## src/lbn_pkg.sv

```systemverilog
package lbn_pkg;

   // neuron size and derived widths
   localparam int N_INPUTS = 16;
   localparam int ADDR_W   = (N_INPUTS > 1) ? $clog2(N_INPUTS) : 1;
   localparam int CNT_W    = $clog2(N_INPUTS + 1);

   // field and arithmetic widths
   localparam int TYPE_W  = 3;
   localparam int IDX_W   = 8;
   localparam int MU_W    = 16;
   localparam int W_W     = 32;
   localparam int SUM_W   = 40;
   localparam int XV_W    = 2;
   localparam int ERR_W   = SUM_W + 1;
   localparam int LO_W    = 24;
   localparam int HI_W    = ERR_W - LO_W;
   localparam int PLO_W   = LO_W + MU_W;
   localparam int PHI_W   = HI_W + MU_W + 1;
   localparam int PROD_W  = PHI_W + LO_W;
   localparam int RND_SHIFT = 15;
   localparam int DELTA_W = PROD_W - RND_SHIFT;
   localparam int UPD_W   = DELTA_W + 1;

   localparam logic [MU_W-1:0] STEP_SIZE_RESET = 16'd655;

   // training targets, Q16.16
   localparam logic signed [ERR_W-1:0] TARGET_POS = 41'sd65536;
   localparam logic signed [ERR_W-1:0] TARGET_NEG = -41'sd65536;

   // round half up before the shift
   localparam logic signed [PROD_W-1:0] ROUND_HALF = PROD_W'(1) <<< (RND_SHIFT - 1);

   // saturation bounds, extended to the update width
   localparam logic signed [UPD_W-1:0] W_MAX_EXT = {{(UPD_W-W_W+1){1'b0}}, {(W_W-1){1'b1}}};
   localparam logic signed [UPD_W-1:0] W_MIN_EXT = {{(UPD_W-W_W+1){1'b1}}, {(W_W-1){1'b0}}};

   typedef enum logic [TYPE_W-1:0] {
      OP_SET_POS       = 3'd0,
      OP_SET_NEG       = 3'd1,
      OP_INVERT        = 3'd2,
      OP_RESET_INPUTS  = 3'd3,
      OP_CLEAR_WEIGHTS = 3'd4,
      OP_TRAIN_POS     = 3'd5,
      OP_TRAIN_NEG     = 3'd6,
      OP_QUERY         = 3'd7
   } op_type;

   // controller to datapath
   typedef struct packed {
      logic              accept;
      logic              apply;
      logic              acc_clr;
      logic              acc_add_bias;
      logic              rd_en;
      logic [ADDR_W-1:0] rd_addr;
      logic              upd;
      logic              err_load;
      logic              mul_lo;
      logic              mul_hi;
      logic              delta_load;
      logic              bias_upd;
      logic              out_load;
   } cmd_type;

   // datapath to controller
   typedef struct packed {
      logic train;
   } status_type;

   function automatic logic signed [W_W-1:0] sat32(input logic signed [UPD_W-1:0] v);
      logic signed [W_W-1:0] r;
      if (v > W_MAX_EXT) begin
         r = W_MAX_EXT[W_W-1:0];
      end else if (v < W_MIN_EXT) begin
         r = W_MIN_EXT[W_W-1:0];
      end else begin
         r = v[W_W-1:0];
      end
      return r;
   endfunction

endpackage

```

## src/lbn_ctrl.sv

```systemverilog
module lbn_ctrl
   import lbn_pkg::*;
(
   input  logic       clock,
   input  logic       reset,
   input  logic       req_valid,
   output logic       req_stall,
   output logic       rsp_valid,
   input  logic       rsp_stall,
   input  status_type st,
   output cmd_type    cmd
);

   typedef enum logic [11:0] {
      S_IDLE     = 12'b000000000001,
      S_APPLY    = 12'b000000000010,
      S_SUM      = 12'b000000000100,
      S_SUM_BIAS = 12'b000000001000,
      S_ERR      = 12'b000000010000,
      S_MUL_LO   = 12'b000000100000,
      S_MUL_HI   = 12'b000001000000,
      S_DELTA    = 12'b000010000000,
      S_UPD      = 12'b000100000000,
      S_UPD_BIAS = 12'b001000000000,
      S_FIN_BIAS = 12'b010000000000,
      S_DONE     = 12'b100000000000
   } state_type;

   state_type        state_ff, state_in;
   logic [CNT_W-1:0] cnt_ff, cnt_in;
   logic             rsp_valid_ff, rsp_valid_in;
   logic             pass_end;

   assign pass_end  = (cnt_ff == CNT_W'(N_INPUTS));
   assign req_stall = (state_ff != S_IDLE);
   assign rsp_valid = rsp_valid_ff;

   // sequencing
   always_comb begin
      state_in = state_ff;
      cnt_in   = cnt_ff;
      cmd      = '0;
      unique case (state_ff)
         S_IDLE: begin
            if (req_valid) begin
               cmd.accept = 1'b1;
               state_in   = S_APPLY;
            end
         end
         S_APPLY: begin
            cmd.apply   = 1'b1;
            cmd.acc_clr = 1'b1;
            cnt_in      = '0;
            state_in    = S_SUM;
         end
         S_SUM: begin
            if (!pass_end) begin
               cmd.rd_en   = 1'b1;
               cmd.rd_addr = cnt_ff[ADDR_W-1:0];
               cnt_in      = cnt_ff + 1'b1;
            end else begin
               state_in = S_SUM_BIAS;
            end
         end
         S_SUM_BIAS: begin
            cmd.acc_add_bias = 1'b1;
            state_in = st.train ? S_ERR : S_DONE;
         end
         S_ERR: begin
            cmd.err_load = 1'b1;
            state_in     = S_MUL_LO;
         end
         S_MUL_LO: begin
            cmd.mul_lo = 1'b1;
            state_in   = S_MUL_HI;
         end
         S_MUL_HI: begin
            cmd.mul_hi = 1'b1;
            state_in   = S_DELTA;
         end
         S_DELTA: begin
            cmd.delta_load = 1'b1;
            cmd.acc_clr    = 1'b1;
            cnt_in         = '0;
            state_in       = S_UPD;
         end
         S_UPD: begin
            cmd.upd = 1'b1;
            if (!pass_end) begin
               cmd.rd_en   = 1'b1;
               cmd.rd_addr = cnt_ff[ADDR_W-1:0];
               cnt_in      = cnt_ff + 1'b1;
            end else begin
               state_in = S_UPD_BIAS;
            end
         end
         S_UPD_BIAS: begin
            cmd.bias_upd = 1'b1;
            state_in     = S_FIN_BIAS;
         end
         S_FIN_BIAS: begin
            cmd.acc_add_bias = 1'b1;
            state_in         = S_DONE;
         end
         S_DONE: begin
            // wait for the output slot to free up
            if (!rsp_valid_ff || !rsp_stall) begin
               cmd.out_load = 1'b1;
               state_in     = S_IDLE;
            end
         end
         default: begin
            state_in = S_IDLE;
         end
      endcase
   end

   // output slot occupancy
   always_comb begin
      rsp_valid_in = rsp_valid_ff;
      priority if (cmd.out_load) begin
         rsp_valid_in = 1'b1;
      end else if (!rsp_stall) begin
         rsp_valid_in = 1'b0;
      end
   end

   always_ff @(posedge clock) begin
      if (reset) begin
         state_ff     <= S_IDLE;
         cnt_ff       <= '0;
         rsp_valid_ff <= 1'b0;
      end else begin
         state_ff     <= state_in;
         cnt_ff       <= cnt_in;
         rsp_valid_ff <= rsp_valid_in;
      end
   end

endmodule

```

## src/lbn_datapath.sv

```systemverilog
module lbn_datapath
   import lbn_pkg::*;
(
   input  logic                    clock,
   input  logic                    reset,
   input  logic [TYPE_W-1:0]       req_type,
   input  logic [IDX_W-1:0]        req_input_index,
   input  logic                    csr_valid,
   input  logic [MU_W-1:0]         csr_step_size,
   input  cmd_type                 cmd,
   output status_type              st,
   output logic signed [SUM_W-1:0] rsp_sum_out,
   output logic signed [XV_W-1:0]  rsp_input_value,
   output logic signed [W_W-1:0]   rsp_weight_value,
   output logic signed [W_W-1:0]   rsp_bias_value
);

   // latched transaction
   op_type                  op_ff;
   logic [IDX_W-1:0]        idx_ff;

   // neuron state
   logic [N_INPUTS-1:0]     bits_ff;
   logic [N_INPUTS-1:0]     wvalid_ff;
   logic signed [W_W-1:0]   weight_mem [N_INPUTS];
   logic signed [W_W-1:0]   bias_ff, bias_in;
   logic [MU_W-1:0]         step_ff;

   // weight read pipeline
   logic                    rd_vld_ff;
   logic [ADDR_W-1:0]       rd_addr_ff;
   logic signed [W_W-1:0]   rd_data_ff;
   logic                    rd_ok_ff;

   // arithmetic
   logic signed [SUM_W-1:0]  acc_ff, acc_in;
   logic signed [W_W-1:0]    cap_w_ff;
   logic signed [ERR_W-1:0]  err_ff, err_in;
   logic [PLO_W-1:0]         plo_ff;
   logic signed [PHI_W-1:0]  phi_ff, phi_in;
   logic signed [DELTA_W-1:0] delta_ff;

   logic                     idx_ok;
   logic [ADDR_W-1:0]        idx_a;
   logic signed [W_W-1:0]    w_rd;
   logic                     x_rd;
   logic signed [UPD_W-1:0]  w_sum;
   logic signed [W_W-1:0]    w_new;
   logic signed [W_W-1:0]    w_term;
   logic signed [HI_W-1:0]   err_hi;
   logic signed [MU_W:0]     mu_s;
   logic signed [PROD_W-1:0] prod_hi, prod_lo, prod_sum, prod_shr;

   assign idx_ok   = (idx_ff < IDX_W'(N_INPUTS));
   assign idx_a    = idx_ff[ADDR_W-1:0];
   assign st.train = (op_ff == OP_TRAIN_POS) || (op_ff == OP_TRAIN_NEG);

   // weight seen on the read pipe; entries not written since reset or the last clear read as zero
   assign w_rd  = rd_ok_ff ? rd_data_ff : '0;
   assign x_rd  = bits_ff[rd_addr_ff];
   assign w_sum = x_rd ? (UPD_W'(w_rd) + UPD_W'(delta_ff))
                       : (UPD_W'(w_rd) - UPD_W'(delta_ff));
   assign w_new  = sat32(w_sum);
   assign w_term = cmd.upd ? w_new : w_rd;

   // split product: err * mu = (hi * mu) << LO_W + lo * mu
   assign err_hi   = err_ff[ERR_W-1:LO_W];
   assign mu_s     = {1'b0, step_ff};
   assign phi_in   = err_hi * mu_s;
   assign prod_hi  = PROD_W'(phi_ff) <<< LO_W;
   assign prod_lo  = signed'(PROD_W'(plo_ff));
   assign prod_sum = prod_hi + prod_lo + ROUND_HALF;
   assign prod_shr = prod_sum >>> RND_SHIFT;

   always_comb begin
      if (op_ff == OP_TRAIN_POS) begin
         err_in = TARGET_POS - ERR_W'(acc_ff);
      end else begin
         err_in = TARGET_NEG - ERR_W'(acc_ff);
      end
   end

   // accumulator
   always_comb begin
      acc_in = acc_ff;
      priority if (cmd.acc_clr) begin
         acc_in = '0;
      end else if (cmd.acc_add_bias) begin
         acc_in = acc_ff + SUM_W'(bias_ff);
      end else if (rd_vld_ff) begin
         acc_in = x_rd ? (acc_ff + SUM_W'(w_term)) : (acc_ff - SUM_W'(w_term));
      end
   end

   // bias next value
   always_comb begin
      bias_in = bias_ff;
      priority if (cmd.apply && (op_ff == OP_CLEAR_WEIGHTS)) begin
         bias_in = '0;
      end else if (cmd.bias_upd) begin
         bias_in = sat32(UPD_W'(bias_ff) + UPD_W'(delta_ff));
      end
   end

   // control state: inputs, valid bits, bias, step size, read pipe valid
   always_ff @(posedge clock) begin
      if (reset) begin
         bits_ff   <= '0;
         wvalid_ff <= '0;
         bias_ff   <= '0;
         step_ff   <= STEP_SIZE_RESET;
         rd_vld_ff <= 1'b0;
      end else begin
         bias_ff   <= bias_in;
         rd_vld_ff <= cmd.rd_en;
         if (csr_valid) begin
            step_ff <= csr_step_size;
         end
         if (cmd.apply) begin
            unique case (op_ff)
               OP_SET_POS:       if (idx_ok) bits_ff[idx_a] <= 1'b1;
               OP_SET_NEG:       if (idx_ok) bits_ff[idx_a] <= 1'b0;
               OP_INVERT:        if (idx_ok) bits_ff[idx_a] <= ~bits_ff[idx_a];
               OP_RESET_INPUTS:  bits_ff <= '0;
               OP_CLEAR_WEIGHTS: wvalid_ff <= '0;
               default: ;
            endcase
         end
         if (rd_vld_ff && cmd.upd) begin
            wvalid_ff[rd_addr_ff] <= 1'b1;
         end
      end
   end

   // weight memory: one write port, one registered read port
   always_ff @(posedge clock) begin
      if (rd_vld_ff && cmd.upd) begin
         weight_mem[rd_addr_ff] <= w_new;
      end
      if (cmd.rd_en) begin
         rd_data_ff <= weight_mem[cmd.rd_addr];
         rd_ok_ff   <= wvalid_ff[cmd.rd_addr];
      end
   end

   // payload registers
   always_ff @(posedge clock) begin
      if (cmd.accept) begin
         op_ff  <= op_type'(req_type);
         idx_ff <= req_input_index;
      end
      if (cmd.rd_en) begin
         rd_addr_ff <= cmd.rd_addr;
      end
      acc_ff <= acc_in;
      // keep the addressed weight as it streams past
      if (rd_vld_ff && (rd_addr_ff == idx_a)) begin
         cap_w_ff <= w_term;
      end
      if (cmd.err_load) begin
         err_ff <= err_in;
      end
      if (cmd.mul_lo) begin
         plo_ff <= err_ff[LO_W-1:0] * step_ff;
      end
      if (cmd.mul_hi) begin
         phi_ff <= phi_in;
      end
      if (cmd.delta_load) begin
         delta_ff <= prod_shr[DELTA_W-1:0];
      end
      if (cmd.out_load) begin
         rsp_sum_out    <= acc_ff;
         rsp_bias_value <= bias_ff;
         if (idx_ok) begin
            rsp_input_value  <= bits_ff[idx_a] ? 2'sb01 : 2'sb11;
            rsp_weight_value <= cap_w_ff;
         end else begin
            rsp_input_value  <= '0;
            rsp_weight_value <= '0;
         end
      end
   end

endmodule

```

## src/lms_bipolar_neuron_trainer_unit.sv

```systemverilog
// LMS neuron with N_INPUTS (16) bipolar inputs, Q16.16 weights and bias that saturate,
// and a Q0.16 learning rate written through the csr port (reset 655). Each request
// transaction edits the inputs, clears the weights and the bias, trains toward +1 or
// -1, or just queries, and returns one response: the output after the operation, the
// addressed input and weight (zero when the index is out of range) and the bias. Items
// are processed one at a time; the weights sit in a memory with a single read port, so
// every pass reads them one by one. A non-training item makes one pass and adds the
// bias; a training item makes one pass for the old output, forms the error, the low
// and high halves of the split multiply and the rounded step, then makes one
// read-modify-write pass that also forms the new output, and last updates and adds the
// bias.
// A finished response waits in its own register, so the next request is taken as
// soon as the result is handed over to that register.
module lms_bipolar_neuron_trainer_unit
   import lbn_pkg::*;
(
   input  logic                    clock,
   input  logic                    reset,
   input  logic                    req_valid,
   output logic                    req_stall,
   input  logic [TYPE_W-1:0]       req_type,
   input  logic [IDX_W-1:0]        req_input_index,
   output logic                    rsp_valid,
   input  logic                    rsp_stall,
   output logic signed [SUM_W-1:0] rsp_sum_out,
   output logic signed [XV_W-1:0]  rsp_input_value,
   output logic signed [W_W-1:0]   rsp_weight_value,
   output logic signed [W_W-1:0]   rsp_bias_value,
   input  logic                    csr_valid,
   output logic                    csr_ready,
   input  logic [MU_W-1:0]         csr_step_size
);

   cmd_type    cmd;
   status_type st;

   // always ready; the step size is meant to change only between transactions
   assign csr_ready = 1'b1;

   lbn_ctrl u_ctrl (
      .clock     (clock),
      .reset     (reset),
      .req_valid (req_valid),
      .req_stall (req_stall),
      .rsp_valid (rsp_valid),
      .rsp_stall (rsp_stall),
      .st        (st),
      .cmd       (cmd)
   );

   lbn_datapath u_datapath (
      .clock            (clock),
      .reset            (reset),
      .req_type         (req_type),
      .req_input_index  (req_input_index),
      .csr_valid        (csr_valid),
      .csr_step_size    (csr_step_size),
      .cmd              (cmd),
      .st               (st),
      .rsp_sum_out      (rsp_sum_out),
      .rsp_input_value  (rsp_input_value),
      .rsp_weight_value (rsp_weight_value),
      .rsp_bias_value   (rsp_bias_value)
   );

   // busy right after taking a transaction
   a_busy_after_accept: assert property (@(posedge clock) disable iff (reset)
      (req_valid && !req_stall) |=> req_stall)
      else $error("request taken while the previous one is in progress");

   // a new result never overwrites one still waiting
   a_no_overwrite: assert property (@(posedge clock) disable iff (reset)
      cmd.out_load |-> (!rsp_valid || !rsp_stall))
      else $error("response register overwritten");

   // weight reads stay within the neuron
   a_rd_in_range: assert property (@(posedge clock) disable iff (reset)
      cmd.rd_en |-> (CNT_W'(cmd.rd_addr) < CNT_W'(N_INPUTS)))
      else $error("weight read beyond the last input");

   // the reported input is -1, +1 or zero
   a_input_code: assert property (@(posedge clock) disable iff (reset)
      rsp_valid |-> (rsp_input_value != 2'sb10))
      else $error("invalid input value code");

endmodule
```

## config.mk

```make
export PLATFORM = sky130hd
export DESIGN_NAME = lms_bipolar_neuron_trainer_unit
export DESIGN_NICKNAME = d
export VERILOG_FILES = /design/src/lbn_pkg.sv /design/src/lbn_ctrl.sv /design/src/lbn_datapath.sv /design/src/lms_bipolar_neuron_trainer_unit.sv
export SDC_FILE = /design/constraint.sdc
export NUM_CORES = 2
export LEC_CHECK = 0
export BUFFER_PORTS_ARGS = -buffer_cell sky130_fd_sc_hd__buf_2
export CORE_ASPECT_RATIO = 1.75
export CORE_UTILIZATION = 55
export CTS_BUF_LIST = sky130_fd_sc_hd__clkbuf_4 sky130_fd_sc_hd__clkbuf_8 sky130_fd_sc_hd__clkbuf_16
export CTS_CLUSTER_SIZE = 25
export DETAILED_ROUTE_END_ITERATION = 7
export PLACE_DENSITY = 0.78
export SYNTH_ARGS = -nofsm -noshare
export SYNTH_HDL_FRONTEND = slang
export SYNTH_SLANG_ARGS = --single-unit
```

## constraint.sdc

```tcl
create_clock -name clock -period 14.05 [get_ports clock]
set_input_delay 0.7025 -clock clock [delete_from_list [all_inputs] [get_ports clock]]
set_output_delay 0.7025 -clock clock [all_outputs]
set_load 0.02 [all_outputs]
```

After elaboration in Yosys (flattened, before gate mapping)
Memory sizes are Yosys's and may differ from the RTL's. A register that Yosys moved wholly into a read port is not among the register bits. Cells that the tools add are included.

Register bits: 451. Memories kept: 1. Memory bits (writable): 512. Bits of input ports: 32.

Muxes and demuxes: 58. Reductions and logical operators: 20. $lt $le $gt $ge: 10. $mul: 2. Equality and inequality tests: 30. Bitwise logic cells: 5. Add/sub/neg operators: 11.

Memories: u_datapath.weight_mem (words 16, bits a word 32, read ports 1, clocked after memory_dff 1, write ports 1, line lbn_datapath.sv:25) `logic signed [W_W-1:0] weight_mem [N_INPUTS];`.

Operators by type and width (count): 2-to-1 mux 32 bit (6); one-hot mux 12 bit (12 select lines) (1); 2-to-1 mux 40 bit (3); 2-to-1 mux 16 bit (7); adder 32 x 43 -> 44 bit (2); greater-than comparator 44 x 32 -> 1 bit, second input constant (2); less-than comparator 44 x 32 -> 1 bit, second input constant (2); adder 40 x 32 -> 40 bit (2); one-hot mux 16 bit (4 select lines) (1); 2-to-1 mux 12 bit (5); adder 58 x 16 -> 58 bit, second input constant (1); adder 58 x 41 -> 58 bit (1); 2-to-1 mux 44 bit (1); subtractor 32 x 43 -> 44 bit (1); 2-to-1 mux 41 bit (1); subtractor 17 x 40 -> 41 bit, first input constant (1); subtractor 18 x 40 -> 41 bit, first input constant (1); multiplier 24 x 16 -> 40 bit (1); subtractor 40 x 32 -> 40 bit (1); multiplier 17 x 17 -> 34 bit (1); bitwise OR 16 bit (2); 2-to-1 mux 1 bit (22); AND 16 bit (1); bitwise mux 16 bit (1); other kinds (41) (69).

Logic depth before layout (Yosys ltp)
Word-level depth: 11. Gate-level depth with buffers: 52. Depth with buffers taken out: 49.

By module
From an unflattened synthesis, not the netlist that was laid out.

Cells, all modules: 6111. Area total of the unflattened synthesis: 69544.2 µm².

Modules (own cells, without submodules): lbn_datapath (area each 68343.0 µm², cells an instance 5976, times used 1); lbn_ctrl (area each 1189.9 µm², cells an instance 133, times used 1); lms_bipolar_neuron_trainer_unit (area each 11.3 µm², cells an instance 2, times used 1).

Worst setup path after synthesis
Ideal clock, no wire load.

Kind: flip-flop to flip-flop. Start: reg u_datapath.delta_ff[5]. End: reg u_datapath.acc_ff[38]. Cell stages (with the launch flop): 46. Required time: 13.928 ns. Arrival: 11.003 ns. Clock period less this slack: 11.125 ns. Setup slack: 2.925 ns. Path through: edfxtp_1 -> or4_4 -> nor4_2 -> nand3b_1 -> nor2_1 -> nand2_1 -> or3_1 -> or2_2 -> nor3_1 -> a21oi_1 -> xor2_1 -> ha_1 -> nand2_1 -> nor2_1 -> nand3_1 -> or4b_2 -> o32ai_1 -> mux2i_1 -> [... 10 more ...] -> a21o_1 -> a21o_1 -> a21o_1 -> a21oi_1 -> o21ai_0 -> a2111oi_0 -> o31ai_1 -> a211o_1 -> a21o_1 -> a21oi_1 -> o31ai_1 -> a211o_1 -> nand2_1 -> o21ai_0 -> o311a_1 -> o21ai_0 -> or4_1 -> nand3_1.

Word-level cells in the longest chain between the ends: 10.

Ends and longest elaborated chain: start: declaration (line lbn_datapath.sv:41) `logic signed [DELTA_W-1:0] delta_ff;`; start signal: assignment (line lbn_datapath.sv:170) `delta_ff <= prod_shr[DELTA_W-1:0];`; subtractor 32 x 43 -> 44 bit or adder 32 x 43 -> 44 bit (tied branches) (line lbn_datapath.sv:62, lbn_datapath.sv:61); 2-to-1 mux 44 bit * (line lbn_datapath.sv:61) `assign w_sum = x_rd ? (UPD_W'(w_rd) + UPD_W'(delta_ff))`; less-than comparator 44 x 32 -> 1 bit (line lbn_pkg.sv:75) `end else if (v < W_MIN_EXT) begin`; 2-to-1 mux 32 bit (line lbn_pkg.sv:75); 2-to-1 mux 32 bit * (line lbn_pkg.sv:73) `if (v > W_MAX_EXT) begin`; named net u_datapath.w_new[1] (line lbn_datapath.sv:48) `logic signed [W_W-1:0] w_new;`; 2-to-1 mux 32 bit * (line lbn_datapath.sv:64) `assign w_term = cmd.upd ? w_new : w_rd;`; subtractor 40 x 32 -> 40 bit or adder 40 x 32 -> 40 bit (tied branches) (line lbn_datapath.sv:91) `acc_in = x_rd ? (acc_ff + SUM_W'(w_term)) : (acc_ff - SUM_W'(w_term));`; 2-to-1 mux 40 bit * (line lbn_datapath.sv:91); 2-to-1 mux 40 bit * (line lbn_datapath.sv:90) `end else if (rd_vld_ff) begin`; 2-to-1 mux 40 bit * (line lbn_datapath.sv:88) `end else if (cmd.acc_add_bias) begin`; end signal: assignment (line lbn_datapath.sv:155) `acc_ff <= acc_in;`; end: declaration (line lbn_datapath.sv:36) `logic signed [SUM_W-1:0] acc_ff, acc_in;`.

Mark *: on every way through the listed nets, which the timed path passes. The rest lies on a longest branch. The select of a mux whose other input is x is not followed. A chain may end at the register's enable or synchronous reset.

Worst setup path in the final report
Start: reg u_datapath.rd_addr_ff[0]. End: reg u_datapath.acc_ff[38].

Word-level cells in the longest chain between the ends: 11.

Ends and longest elaborated chain: start: declaration (line lbn_datapath.sv:31) `logic [ADDR_W-1:0] rd_addr_ff;`; start signal: assignment (line lbn_datapath.sv:153) `rd_addr_ff <= cmd.rd_addr;`; binary-select mux 1 bit (select 4 bit) * (line lbn_datapath.sv:60) `assign x_rd = bits_ff[rd_addr_ff];`; 2-to-1 mux 1 bit (not written as such) * (line lbn_datapath.sv:60); 2-to-1 mux 44 bit * (line lbn_datapath.sv:61); less-than comparator 44 x 32 -> 1 bit (line lbn_pkg.sv:75); 2-to-1 mux 32 bit (line lbn_pkg.sv:75); 2-to-1 mux 32 bit * (line lbn_pkg.sv:73); named net u_datapath.w_new[1] (line lbn_datapath.sv:48); 2-to-1 mux 32 bit * (line lbn_datapath.sv:64); subtractor 40 x 32 -> 40 bit or adder 40 x 32 -> 40 bit (tied branches) (line lbn_datapath.sv:91); 2-to-1 mux 40 bit * (line lbn_datapath.sv:91); 2-to-1 mux 40 bit * (line lbn_datapath.sv:90); 2-to-1 mux 40 bit * (line lbn_datapath.sv:88).

Marked as above.

==> results.md <==
- Largest family of logic cells by synthesized area: adder cells
- Slowest cell on crit path: a2111oi_0
- #FFs+latches synth: 981
- Vias in the first global route: 52466
- Dpl ws: 1940 ps
- Failing checks: DRC
- RSZ-0062 raised after global routing: no
- CP Max Fanout: 37
- Clock sink total: approximately 980
- Clk slew on worst S/H paths: approximately 70 ps
- Most used routing layer: met2
- Post-synth EDFFs: 842
- First-pass GRT wire length: 304000 um
- WHS Path Cells: 1
- CTS Buf Count: slightly below 90
- Synth Warn #: 0
- HP Class: in2reg
- Die area: 128000 sq um
- H-tree Lvls: 3
- Startpoint types: flop
- Worst setup EP type: flop
- R2r startpoint: u_datapath.rd_addr_ff[0]$_DFFE_PP_
- Syn avg cell area: 10.8 sq um
- Most used flip-flop cell after synthesis: edfxtp_1
- Filler instances: 9968
- Met1 Track Usage GR: 0.322
- CTS Buffer Depth: 3
- Post-CTS Setup Inserts: 0
- Synth Area in Compound Gates: 0.0966
- Sequential area share after synthesis: 0.403
- Root buf cell: clkbuf_16
- Max_cap viols: 0
- Std cell rows: 172
- Syn_nets: 7423
- Cell mode on critical path: a21oi_1
- Netlist cell types: between 100 and 150
- Highest clock rate: 80.8 MHz
- Storage element area: 28100 sq um
- Fraction of registers with async set/reset: 0
- Final Wtd Congestion: 0.981
- Min Tclk post-route: 12380 ps
- Layout overhead on the synthesized area: 8.22%
- Routed via count: 49785
- Worst Path Arrival: 12990 ps
- Antenna viol nets, final: 0
- PwrDens: around 130 nW/um^2
- Worst R2R Setup Slack: around 1700 ps
- Post-DP HPWL: 145000 um
- Share of the synthesized netlist area taken by xor and xnor gates: 0.0394
- Hold Startpoint: req_input_index[1]
- Final WS setup: 1670 ps
- Final hold violations: 0
- Setup Skew: between 60 and 70 ps
- Met2 Usage GRT: 0.566
- Vias per inst: ~6.1
- Post-Synth Simple-Gate Area: 0.131
- Pre-antenna DRT Iters: 8
- Grt ovf: 0
- Clk Latency, worst-skew pair: 730 ps
- 1st-iter DRT viols: 3989
- GR Layer Usage met3: 0.0529
- Hold worst-path end: u_datapath.idx_ff[1]$_DFFE_PP_
- CP max stage delay: ~660 ps
- Setup tns final: 0 ps
- Slew @ Worst Pin: 1310 ps
- Worst r2r dst: u_datapath.acc_ff[38]$_SDFFE_PP0P_
- WS Path Type: reg2reg
- Hold-fix buffers at CTS: 0
- Cells resized by post-CTS repair: 0
- Final Max Tran Viols: 0
- Final net count: ~7500
- Pin count of the biggest net entering global routing: 76
- Endpoints failing setup: 0
- Post-Syn Instances: 6427
- Post-synthesis adder-cell area fraction: 0.237
- PortBufs: 139
- Num ports: around 140
- Period Utilization, post-route: 0.881
- Die span in y: 473 um
- CP required: 14660 ps
- DRC: 1
- Mux cell area share after synthesis: 0.0367
- Initial antenna violation count: 6
- Core ar.: 125000 sq um
- Slew margin rel.: 0.130
- GRT Util Overall: 0.318
- Die X-Extent: 271 um
- Share of cells above drive strength 1: 0.0842
- CTS tree: done
- Final wirelength: 200000 um
- Cell Area, Synth: ~70000 sq um
- Initial Util: 0.555
- Static leakage: 30.7 nW
- Reg2reg path depth: between 40 and 50
- WL/cell: 24.3 um
- Status: finished, violations left
- Peak VDD IR: between 150 and 200 uV
- Multi-input gate area: about 38000 sq um
registers in the layout, summed over array words and instances (netlist names), 12 cells and up:
| name | cells |
|---|---|
| u_datapath.weight_mem | 512 |
| u_datapath.delta_ff | 43 |
| u_datapath.err_ff | 41 |
| u_datapath.acc_ff | 40 |
| u_datapath.rsp_sum_out | 40 |
| u_datapath.phi_ff | 34 |
| u_datapath.bias_ff | 32 |
| u_datapath.cap_w_ff | 32 |
| u_datapath.rd_data_ff | 32 |
| u_datapath.rsp_bias_value | 32 |
| u_datapath.rsp_weight_value | 32 |
| u_datapath.plo_ff | 26 |
| u_datapath.bits_ff | 16 |
| u_datapath.step_ff | 16 |
| u_datapath.wvalid_ff | 16 |
| u_ctrl.state_ff | 12 |
worst max-delay path by stage:
stage                                                   from                            endpoint  slack [ps]  cells past startpoint
after floorplan             u_datapath.delta_ff[5]$_DFFE_PP_  u_datapath.acc_ff[38]$_SDFFE_PP0P_        2930                     45
after global placement      u_datapath.delta_ff[5]$_DFFE_PP_  u_datapath.acc_ff[38]$_SDFFE_PP0P_        1960                     46
after detailed placement    u_datapath.delta_ff[5]$_DFFE_PP_  u_datapath.acc_ff[38]$_SDFFE_PP0P_        1940                     46
after CTS                   u_datapath.delta_ff[4]$_DFFE_PP_  u_datapath.acc_ff[38]$_SDFFE_PP0P_        1900                     46
after global routing        u_datapath.delta_ff[4]$_DFFE_PP_  u_datapath.acc_ff[38]$_SDFFE_PP0P_         940                     48
final                     u_datapath.rd_addr_ff[0]$_DFFE_PP_  u_datapath.acc_ff[38]$_SDFFE_PP0P_        1670                     43
logic make-up (layout without fill, tap and decap cells):
family,count (synthesis),count (layout)
XOR/XNOR,312,312
multiplexers,202,202
other,1,4
AND/OR/NAND/NOR,1887,1887
adder cells (fa/ha/maj),964,964
flip-flops,981,981
buffers and inverters,1042,1168
AO/OA/AOI/OAI,1038,1038
layer usage:
metal | routed length (um) | share of wire | vias up
met5 | 85 | 0.00043 | -
met4 | 19800 | 0.099 | 7
met3 | 13900 | 0.069 | 934
met2 | 103000 | 0.51 | 2256
met1 | 63500 | 0.32 | 24676
li1 | - | - | 21912
Yosys cell counts, types with 31 or more instances:
cell	count	area [sq um]
nand2b_1	42	263
nand3_1	53	265
a211oi_1	118	886
mux2i_1	154	1540
o21ai_0	146	731
a21oi_1	377	1890
clkbuf_1	264	991
a21o_1	87	653
and3_1	39	244
xnor2_1	191	1670
a31oi_1	65	407
nor2_1	283	1060
nor2b_1	101	632
inv_1	752	2820
nand2_1	818	3070
fa_1	587	11800
nor3_1	82	410
mux4_2	42	946
edfxtp_1	842	25300
ha_1	377	4720
dfxtp_1	139	2780
o21a_1	31	233
a311oi_1	36	315
and2_1	317	1980
xor2_1	120	1050
worst max-delay path: cells and delay by family, from the launching register on:
kind	cells	cell delay, ps
xor gates and xnor gates	2	420
DFF	1	610
muxes	2	850
adders and majority gates	3	1110
AOI/OAI and AO/OA	27	7120
buffers and inverters	2	560
and+or+nand+nor	7	1560
cell type report:
| cell class | instances | share of cell area |
|---|---|---|
| multi-input combinational | 4404 | 0.501 |
| tap | 1653 | 0.0275 |
| clock inverter | 50 | 0.00769 |
| antenna | 3 | 0.0000997 |
| inverter | 755 | 0.0377 |
| timing repair buffer | 248 | 0.0201 |
| clock buffer | 115 | 0.0328 |
| sequential | 981 | 0.373 |
where the power goes:
group          switching [mW]  leakage [nW]  internal [mW]  total (mW)
Sequential             0.0486          8.60           3.38        3.42
Combinational            2.23          20.6           1.68        3.90
Clock                    1.16          1.49           1.38        2.54
cell usage in the layout, fill, tap and decap left out, types with 118 or more instances in the layout:
master	netlist	final
nand2_1	818	814
nor2_1	283	268
dfxtp_1	139	137
xor2_1	120	120
a211oi_1	118	118
o21ai_0	146	146
buf_2	9	139
a21oi_1	377	376
mux2i_1	154	154
and2_1	317	317
xnor2_1	191	191
edfxtp_1	842	842
inv_1	752	752
fa_1	587	587
ha_1	377	377
stage by stage:
step | area (sq um) | power, mW | util | hold WS, ps | std cells
after floorplan | 69600 | 6.36 | - | 417 | 6427
after global placement | 72300 | 7.22 | 0.576 | 434 | 8041
after detailed placement | 72300 | 7.33 | 0.576 | 447 | 8041
after CTS | 75300 | 9.89 | 0.600 | 113 | 8206
after global routing | 75300 | 10.5 | 0.600 | 142 | 8207
final | 75300 | 9.87 | 0.600 | 154 | 8209
Power figures use the tool's default switching activity.
